===== config.mk =====
export PLATFORM = sky130hd
export DESIGN_NAME = b2rpl_front
export DESIGN_NICKNAME = d
export VERILOG_FILES = /design/src/sv/b2rpl_pkg.sv /design/src/sv/b2rpl_front.sv
export SDC_FILE = /design/constraint.sdc
export NUM_CORES = 1
export LEC_CHECK = 0
export ABC_AREA = 1
export BUFFER_PORTS_ARGS = -buffer_cell sky130_fd_sc_hd__buf_2
export CAP_MARGIN = 0
export CORE_AREA = 4 4 429 431
export DETAILED_ROUTE_END_ITERATION = 7
export DIE_AREA = 0 0 433 435
export PLACE_DENSITY = 0.36
export RECOVER_POWER = 100
export SYNTH_ARGS = -nofsm -noshare
export SYNTH_HDL_FRONTEND = slang
export SYNTH_SLANG_ARGS = --single-unit
export TNS_END_PERCENT = 20

===== constraint.sdc =====
create_clock -name clk -period 25.7 [get_ports clk]
set_input_delay 3.855 -clock clk [delete_from_list [all_inputs] [get_ports clk]]
set_output_delay 3.855 -clock clk [all_outputs]
set_load 0.01 [all_outputs]

===== src/sv/b2rpl_pkg.sv =====
// Shared types, constants and helpers for the BLAKE2b round permute layer.
package b2rpl_pkg;

  // Frame geometry
  localparam int BLOCKS      = 128;
  localparam int TOTAL       = BLOCKS * 8;
  localparam int HALF        = TOTAL / 2;
  localparam int SCATTER_MUL = 109;
  localparam int IDX_STEP    = SCATTER_MUL % TOTAL;
  localparam int IDX_W       = $clog2(TOTAL);
  localparam int BLK_W       = (BLOCKS > 2) ? $clog2(BLOCKS) : 1;
  localparam int OUT_IDX_W   = 10;

  // G rotation amounts
  localparam int ROT0 = 32;
  localparam int ROT1 = 24;
  localparam int ROT2 = 16;
  localparam int ROT3 = 63;

  typedef logic [63:0]    word_t;
  typedef word_t [15:0]   blk_t;
  typedef word_t [7:0]    fold_t;

  // Rotate right by a constant amount
  function automatic word_t rotr(input word_t w, input int c);
    return (w >> c) | (w << (64 - c));
  endfunction

endpackage


===== src/sv/b2rpl_front.sv =====
// Front end: gathers sixteen words into a block and pushes it to the queue.
module b2rpl_front
  import b2rpl_pkg::*;
(
  input  logic  clk,
  input  logic  rst,
  input  word_t word_in,
  input  logic  in_valid,
  output logic  in_stall,
  input  logic  q_full,
  output logic  push,
  output blk_t  push_blk
);

  logic [3:0] wcnt;
  word_t      col [15];
  logic       take;

  // Only the closing word of a block needs room in the queue
  assign in_stall = (wcnt == 4'd15) && q_full;
  assign take     = in_valid && !in_stall;
  assign push     = take && (wcnt == 4'd15);

  // Block image: fifteen held words plus the arriving one
  always_comb begin
    for (int k = 0; k < 15; k++) begin
      push_blk[k] = col[k];
    end
    push_blk[15] = word_in;
  end

  // Word counter
  always_ff @(posedge clk) begin
    if (rst) begin
      wcnt <= '0;
    end else if (take) begin
      wcnt <= wcnt + 4'd1;
    end
  end

  // Collection shift line, oldest word at the bottom
  always_ff @(posedge clk) begin
    if (take) begin
      for (int k = 0; k < 14; k++) begin
        col[k] <= col[k+1];
      end
      col[14] <= word_in;
    end
  end

endmodule


==> run_results.csv <==
group,metric,value,unit
power,ir_drop,0.0498,mV
clock_network,clock_sinks,964,
floorplanning,dieArea,188000,sq um
floorplanning,rows,156,
global_route,overflow,0,
sta,setup_viol,0,
global_route,antenna_found_initial,10,
route,num_vias,15600,
clock_network,post_cts_resized,0,
critical_path,cpMostUsedCell,"clkbuf_1",
clock_network,cts_buffers,111,
sta,skew,33.3,ps
clock_network,post_cts_buffers,0,
run_status,status,"complete, but fails checks",
layout,fillers,19300,
sta,hold_viol,0,
layout,drive_above_1_share,0.0814,
global_route,grt_first_pass_wirelength,162000,microns
synthesis,synth_top_family_by_area,"buffers and inverters",
critical_path,cpPeakStageDelay,2970,ps
sta,maxSlewHeadroom,-4.59,
sta,tns,0,ps
place,placed_area,37600,sq um
synthesis,synthCells,1056,
layout,final_util,0.220,
route,first_pass_iters,5,
power,power_per_cell_area,91.7,nW/um^2
layout,stdcell_count,4672,
place,dp_cells,4465,
route,ant_nets,0,
clock_network,clock_latency,740,ps
sta,post-route-min-period,14410,ps
synthesis,ys_seq_area_frac,0.979,
layout,area_growth,34.4,%
clock_network,cts_buffer_depth,3,
synthesis,yosysWarnings,0,
global_route,grt_pass1_vias,15400,
synthesis,ys_types,12,
synthesis,synth-compound-area-share,0.000508,
critical_path,crit_path_top_delay_cell,"clkinvlp_2",
sta,rsz0062_at_grt,"no",
floorplanning,start_util,0.164,
run_status,violations,"capacitance limit, slew limit",
critical_path,cp_data_arrival_time,14740,ps
power,power,3.64,mW
layout,nets,2277,
place,dpl.hpwl,102000,microns
clock_network,cts_tree,"yes",
route,routed_wl,128000,microns
route,wl_per_cell,27.3,microns
synthesis,muxShareOfSynthArea,0,
route,routed_via_density,3.34,
sta,worst_slew_pin_slew,8380,ps
sta,timing.fmax,69.4,MHz
place,port-buffer-count,1093,
critical_path,crit_path_cell_trace,"clkbuf_1 > nand4_1 > nand2_1 > clkinvlp_2 > clkbuf_1 > clkbuf_1 > buf_4 > buf_4",
critical_path,timing.critical_path.to_type,"flop",
floorplanning,fp.dieH,435,microns
clock_network,cts_hold_buf,0,
clock_network,htree_levels,3,
critical_path,criticalPathCategory,"primary input to flop",
power,leakagePower,12.6,nW
flow_run,maxCapViolations,8,
synthesis,synth-adder-area-share,0.000424,
route,first_iter_violations,1475,
critical_path,path_buf_inv,6,
min_path,holdCritPathClass,"flop to flop",
critical_path,cp-start-kind,"primary input",
sta,slew_violations,667,
global_route,grt_max_degree,160,
synthesis,syn_area_per_cell,28.0,sq um
synthesis,synthesis.area,29500,sq um
global_route,grt_use_total,0.130,
synthesis,synth_simple_gate_area_frac,0.00318,
critical_path,crit_family,"buffers and inverters",
floorplanning,io_pins,1094,
clock_network,clk_pin_slew,60,ps
synthesis,yosys.area_share.xor_xnor,0.000297,
place,place_congestion,0.848,
sta,period_share,0.561,
clock_network,clockRootBuffer,"clkbuf_16",
synthesis,ys_ff_latch,964,
floorplanning,fp.coreArea,180000,sq um
floorplanning,die_w,433,microns
route,drcViolationCount,0,
critical_path,required,26040,ps
layout,stdcell_area,39700,sq um
synthesis,synth_nets,1125,
critical_path,path_max_fanout,108,
power breakdown:
part	total [mW]	internal, mW	switching (mW)	leakage [nW]
Clock	1.52	0.861	0.663	1.67
Sequential	1.93	1.85	0.0790	9.43
Combinational	0.188	0.0381	0.150	1.47
path summary, 6_finish.rpt:
check | depth (start not counted) | start | slack [ps] | to
hold / removal | 0 | col[0][274]$_DFFE_PP_ | 430 | col[0][210]$_DFFE_PP_
setup reg to reg | 8 | wcnt[0]$_SDFFE_PP0P_ | 14170 | col[1][217]$_DFFE_PP_
setup / recovery | 8 | q_full | 11290 | col[1][217]$_DFFE_PP_
hold reg to reg | 0 | col[0][274]$_DFFE_PP_ | 430 | col[0][210]$_DFFE_PP_
per-stage QoR:
step / worst slack [ps] / hold WS, ps
6_report: 11290 / 426
4_1_cts: 17100 / 406
3_3_place_gp: 16700 / 425
2_1_floorplan: 1800 / 478
5_1_grt: 10300 / 434
3_5_place_dp: 16690 / 426
synth_stat cells:
cell      number  area share
a21oi_1        3     0.00051
buf_4         64       0.016
dfxtp_1        4      0.0027
edfxtp_1     960        0.98
ha_1           1     0.00042
inv_1          3     0.00038
inv_2          1     0.00013
nand2_1        7     0.00089
nand3_1        4     0.00068
nand4_4        1     0.00072
nor2_1         7     0.00089
xnor2_1        1     0.00030
registers in the layout (all words and copies together) (netlist names):
signal and flops:
col 960, wcnt 4
placed cells by master (no fill, tap or decap), drive strengths merged:
| cell | n |
|---|---|
| bufinv | 5 |
| nand2 | 7 |
| nand3 | 4 |
| dfxtp | 4 |
| edfxtp | 960 |
| diode | 4 |
| clkinvlp | 6 |
| clkbuf | 1217 |
| ha | 1 |
| clkinv | 38 |
| nor2 | 7 |
| a21oi | 3 |
| inv | 8 |
| buf | 36 |
| nand4 | 1 |
| xnor2 | 1 |
final cells by class:
| class | count | area [sq um] | area share |
|---|---|---|---|
| Sequential cell | 964 | 28900 | 0.728 |
| Timing Repair Buffer | 1103 | 4210 | 0.106 |
| Tap cell | 2370 | 2970 | 0.0747 |
| Clock buffer | 150 | 2960 | 0.0747 |
| Clock inverter | 53 | 504 | 0.0127 |
| Multi-Input combinational cell | 24 | 115 | 0.00290 |
| Inverter | 4 | 16.3 | 0.000410 |
| Antenna cell | 4 | 10.0 | 0.000252 |
cells by family after synthesis:
| kind of cell | after synthesis |
|---|---|
| flops | 964 |
| buf+inv | 68 |
| simple gates | 19 |
| compound gates | 3 |
| xor+xnor | 1 |
| fa+ha+maj | 1 |
metal layers:
| metal | vias up | global-route usage | routed length (microns) |
|---|---|---|---|
| li1 | 6530 | - | - |
| met1 | 8311 | 0.163 | 53300 |
| met5 | - | 0 | 35 |
| met3 | 125 | 0.0268 | 6590 |
| met2 | 627 | 0.226 | 65000 |
| met4 | 6 | 0.0332 | 2570 |
(Power assumes the default switching activity.)
