File: src/sv/b2rpl_pkg.sv
// Shared types, constants and helpers for the BLAKE2b round permute layer.
package b2rpl_pkg;

  // Frame geometry
  localparam int BLOCKS      = 128;
  localparam int TOTAL       = BLOCKS * 8;
  localparam int HALF        = TOTAL / 2;
  localparam int SCATTER_MUL = 109;
  localparam int IDX_STEP    = SCATTER_MUL % TOTAL;
  localparam int IDX_W       = $clog2(TOTAL);
  localparam int BLK_W       = (BLOCKS > 2) ? $clog2(BLOCKS) : 1;
  localparam int OUT_IDX_W   = 10;

  // G rotation amounts
  localparam int ROT0 = 32;
  localparam int ROT1 = 24;
  localparam int ROT2 = 16;
  localparam int ROT3 = 63;

  typedef logic [63:0]    word_t;
  typedef word_t [15:0]   blk_t;
  typedef word_t [7:0]    fold_t;

  // Rotate right by a constant amount
  function automatic word_t rotr(input word_t w, input int c);
    return (w >> c) | (w << (64 - c));
  endfunction

endpackage

File: src/sv/b2rpl_emit.sv
// Result emitter: shifts out eight folded words with scattered indices.
module b2rpl_emit
  import b2rpl_pkg::*;
(
  input  logic                 clk,
  input  logic                 rst,
  input  logic                 fold_valid,
  output logic                 fold_ready,
  input  fold_t                fold,
  output logic                 out_valid,
  input  logic                 out_stall,
  output word_t                out_word,
  output logic [OUT_IDX_W-1:0] out_index,
  output logic                 last_in_block,
  output logic                 last_in_frame
);

  localparam logic [IDX_W:0]   STEP_X  = (IDX_W+1)'(IDX_STEP);
  localparam logic [IDX_W:0]   TOTAL_X = (IDX_W+1)'(TOTAL);
  localparam logic [IDX_W-1:0] HALF_X  = IDX_W'(HALF);
  localparam logic [BLK_W-1:0] LAST_B  = BLK_W'(BLOCKS - 1);

  fold_t                  buf_w;
  logic [2:0]             cnt;
  logic                   busy;
  logic [IDX_W-1:0]       idx;
  logic [BLK_W-1:0]       blk;
  logic [IDX_W:0]         idx_sum;
  logic [IDX_W:0]         idx_red;
  logic [IDX_W+OUT_IDX_W-1:0] idx_wide;
  logic                   beat;

  assign fold_ready    = !busy;
  assign out_valid     = busy;
  assign out_word      = buf_w[0];
  assign last_in_block = (cnt == 3'd7);
  assign last_in_frame = (cnt == 3'd7) && (blk == LAST_B);
  assign beat          = busy && !out_stall;

  // Output index, low ten bits
  assign idx_wide  = {{OUT_IDX_W{1'b0}}, idx};
  assign out_index = idx_wide[OUT_IDX_W-1:0];

  // Next scattered index modulo the frame size
  always_comb begin
    idx_sum = {1'b0, idx} + STEP_X;
    idx_red = (idx_sum >= TOTAL_X) ? (idx_sum - TOTAL_X) : idx_sum;
  end

  // Control: beat count, block count, running index
  always_ff @(posedge clk) begin
    if (rst) begin
      busy <= 1'b0;
      cnt  <= '0;
      blk  <= '0;
      idx  <= HALF_X;
    end else if (beat) begin
      cnt <= cnt + 3'd1;
      idx <= idx_red[IDX_W-1:0];
      if (cnt == 3'd7) begin
        busy <= 1'b0;
        blk  <= (blk == LAST_B) ? '0 : blk + BLK_W'(1);
        if (blk == LAST_B) begin
          idx <= HALF_X;
        end
      end
    end else if (!busy && fold_valid) begin
      busy <= 1'b1;
      cnt  <= '0;
    end
  end

  // Word buffer, current result at the bottom
  always_ff @(posedge clk) begin
    if (beat) begin
      for (int j = 0; j < 7; j++) begin
        buf_w[j] <= buf_w[j+1];
      end
    end else if (!busy && fold_valid) begin
      buf_w <= fold;
    end
  end

endmodule

File: config.mk
export PLATFORM = sky130hd
export DESIGN_NAME = b2rpl_emit
export DESIGN_NICKNAME = d
export VERILOG_FILES = /design/src/sv/b2rpl_pkg.sv /design/src/sv/b2rpl_emit.sv
export SDC_FILE = /design/constraint.sdc
export NUM_CORES = 1
export LEC_CHECK = 0
export ABC_CLOCK_PERIOD_IN_PS = 14200
export BUFFER_PORTS_ARGS = -buffer_cell sky130_fd_sc_hd__buf_4
export CAP_MARGIN = 0
export CORE_AREA = 2 2 230 232
export CTS_BUF_LIST = sky130_fd_sc_hd__clkbuf_2 sky130_fd_sc_hd__clkbuf_4 sky130_fd_sc_hd__clkbuf_8
export CTS_CLUSTER_SIZE = 24
export DETAILED_ROUTE_END_ITERATION = 6
export DIE_AREA = 0 0 232 234
export GPL_TIMING_DRIVEN = 0
export PLACE_DENSITY = 0.7
export SYNTH_ARGS = -nofsm -noshare
export SYNTH_HDL_FRONTEND = slang
export SYNTH_SLANG_ARGS = --single-unit
File: constraint.sdc
create_clock -name clk -period 14.2 [get_ports clk]
set_clock_uncertainty 0.05 [all_clocks]
set_input_delay 0.71 -clock clk [delete_from_list [all_inputs] [get_ports clk]]
set_output_delay 0.71 -clock clk [all_outputs]
set_load 0.02 [all_outputs]
==> flow_summary.toml <==
[setup_path]
r2r_start = "out_valid"
startpoint_type = "flip-flop"
cpMostUsedCell = "buf_16"
crit_path_cell_trace = "nor2b_4 -> nor2_1 -> inv_8 -> buf_16 -> buf_16"
worstPathRequired_ns = 14.41
crit_path_end_kind = "flip-flop"
reg2reg_slack_ns = 10.60
critical_path_arrival_ns = 3.81
max_stage_delay_ns = 0.74
r2r_end = "buf_w[116]"
cp_max_fo = 118
path_class = "reg2reg"
slowest_stage = "nor2b_4"
reg2reg_depth = 5

[power]
p_sw_w = 0.0008848
leakage_nw = 13.63
max-vdd-ir-drop_mv = 0.07063
clockPowerShare_pct = 35.4
powerDensity_mw_per_mm2 = 124.0
internal_power_w = 0.002764
p_seq_share_pct = 52.9
swShare_pct = 24.25
power_frac_comb_pct = 11.7

[placement]
place_hpwl_um = 47870
finalWeightedCongestion = 0.9051
dpl.cell_count = 3421
io_buffers = 593

[hold_path]
min_from = "fold[479]"
hold_depth = 1
holdPathEnd = "buf_w[479]"
hold_path.class = "in2reg"

[floorplan]
initial_core_util_pct = 42.94
fp.dieArea_mm2 = 0.05429
rows = 84
io_pins = 594
die_x_um = 232
chipHeight_um = 234
coreArea_mm2 = 0.05202

[cells_and_area]
final_cells = 3582
layout-drive-gt1-share_pct = 29.86
nets = 3343
synthToLayoutAreaGrowth_pct = 31.77
n_fill_cell = 4465

[clocking]
clock-root-buffer = "clkbuf_8"
clock_sinks = 533
cts-hold-fix-buffers = 0
clkTransAtPathRegs_ns = 0.06
cts_max_path_buffers = 3
cts_made_buffers = 88
cts_tree = "yes"
cts_setup_buffers = 0
cts-htree-levels = 3
clkLatencyLatePin_ns = 0.65
cts_resized = 0

[synthesis]
netlist_top_cells_area = "edfxtp_1, nand2_1, buf_4"
synth_cells = 2136
postSynthAreaPerCell_um2 = 10.46
ys_ff_latch = 533
yosysSeqAreaShare_pct = 70.71
postSynthNetCount = 2656
synth_area_mm2 = 0.02234
synth_top_area_share_pct = 68.82
synth_top_area_cell = "edfxtp_1"
synthDistinctLibCells = 33
yosysWarnings = 0

[grt]
use_met2_pct = 38.63
grt_usage_pct = 22.69
antenna_found_initial = 7
grt_first_pass_wirelength_um = 92610
grt_pass1_vias = 16743
grt_max_degree = 138
met1_usage_pct = 28.11
grtUsageMet3_pct = 4.414
overflow = 0
grt.busiest_layer = "met2"

[timing]
finalSetupTns_ns = 0
hold_viol = 0
finalCritPeriodShare_pct = 25.37
maxSlewHeadroom_pct = 41.48
period_needed_ns = 3.602
rsz0062_at_grt = "false"
worst_pin_slew_ns = 0.8759
fmax_mhz = 277.6
setup_violations = 0
drv_slew = 0

[drt]
postRouteAntennaNets = 0
vias_per_cell = 4.629
wire_per_inst_um = 17.58
vias = 16582
drt_iter0_drc = 1115
drc = 0
firstDrtPassIters = 5
wl_um = 62980

[run]
cap_violations = 0

[run_status]
status = "complete, no violations"
## cells in the final DEF (no fill, tap or decap), types with 21 or more instances in the layout
cell type     n
clkbuf_4     26
clkbuf_8     90
buf_4       660
nand2_1    1355
edfxtp_1    512
buf_2        60
dfxtp_1      21
clkinv_1     22
nor2_1       21
clkbuf_1     33
## worst max-delay path: cells and delay by family (launching register included)
| family | cells | cell delay, ns |
|---|---|---|
| flops | 1 | 0.42 |
| simple gates | 2 | 1.07 |
| buf+inv | 3 | 1.41 |
## state kept, by name (all words and copies together), names as in the netlist
signal     count
buf_w        448
out_word      64
out_index     10
blk            7
cnt            3
out_valid      1
## cell type report
cell class                      count  area, um^2  share of cell area, %
Antenna cell                        7       17.52                0.05951
Buffer                            168       957.2                  3.252
Clock buffer                      116        1434                  4.871
Clock inverter                     38       216.5                 0.7353
Inverter                            3       18.77                0.06376
Multi-Input combinational cell   1432        5583                  18.97
Sequential cell                   533       15800                  53.66
Tap cell                          688       860.8                  2.924
Timing Repair Buffer              597        4554                  15.47
## cells in the mapped netlist
master     count
o2bb2ai_1      1
nor2_1        21
ha_1           4
a211oi_2       1
and3b_4        1
a22oi_1        2
or3_4          1
nand2_1     1355
a211o_1        1
o21ai_1        1
nand3_1        3
dfxtp_1       21
nor2b_1        2
buf_4         67
edfxtp_1     512
a21o_1         2
nand2b_1       1
nand4_1        1
o2111ai_1      1
a21oi_1       10
o21ai_0        2
or3_1          4
or3b_1         1
nand3b_1       1
and2b_1        1
nor3_1         4
or2_2          1
inv_1          3
clkbuf_1      33
xnor2_1        7
buf_1          8
buf_2         60
xor2_1         3
## cells by family after synthesis
family                     Yosys count  share of synthesized area [%]
buffers and inverters              171                          4.335
xor gates and xnor gates            10                         0.3921
adders and majority gates            4                         0.2240
AOI/OAI and AO/OA                   21                         0.5993
DFF                                533                          70.71
and+or+nand+nor                   1397                          23.74
## per-layer routing
| layer | share of wire [%] | routed length [um] |
|---|---|---|
| met3 | 6.5 | 4084 |
| met5 | 0.017 | 11 |
| met4 | 3.6 | 2290 |
| met2 | 50 | 31180 |
| met1 | 40 | 25410 |
## worst max path at each step
| stage | from | to | slack (ns) | cells after the start |
|---|---|---|---|---|
| after floorplan | fold_valid | buf_w[100] | 0.72 | 3 |
| after global placement | fold_valid | out_word[31] | -3.94 | 4 |
| after detailed placement | fold_valid | out_word[27] | 10.19 | 6 |
| after CTS | out_valid | out_word[23] | 10.52 | 5 |
| after global routing | out_valid | out_word[23] | 10.30 | 5 |
| final | out_valid | buf_w[116] | 10.60 | 5 |
## stage by stage
step	power, W	utilization, %	area (um^2)	worst slack, ns	hold WS [ns]
after floorplan	0.002203	-	22340	0.7221	0.4036
after global placement	0.002433	53.15	27650	-3.937	0.4145
after detailed placement	0.002391	53.38	27770	10.19	0.4394
after CTS	0.003682	56.55	29420	10.52	0.1050
after global routing	0.003802	56.58	29430	10.30	0.1176
final	0.003649	56.58	29440	10.60	0.1791
## power groups by stage
stage / Combinational (W) / Sequential, W / Clock (W)
finish: 0.000426 / 0.00193 / 0.00129
global route: 0.000472 / 0.00194 / 0.00139
CTS: 0.000430 / 0.00193 / 0.00132
detailed placement: 0.000428 / 0.00196 / 0
global placement: 0.000416 / 0.00202 / 0
floorplan: 0.000212 / 0.00199 / 0
(Power assumes the default switching activity.)
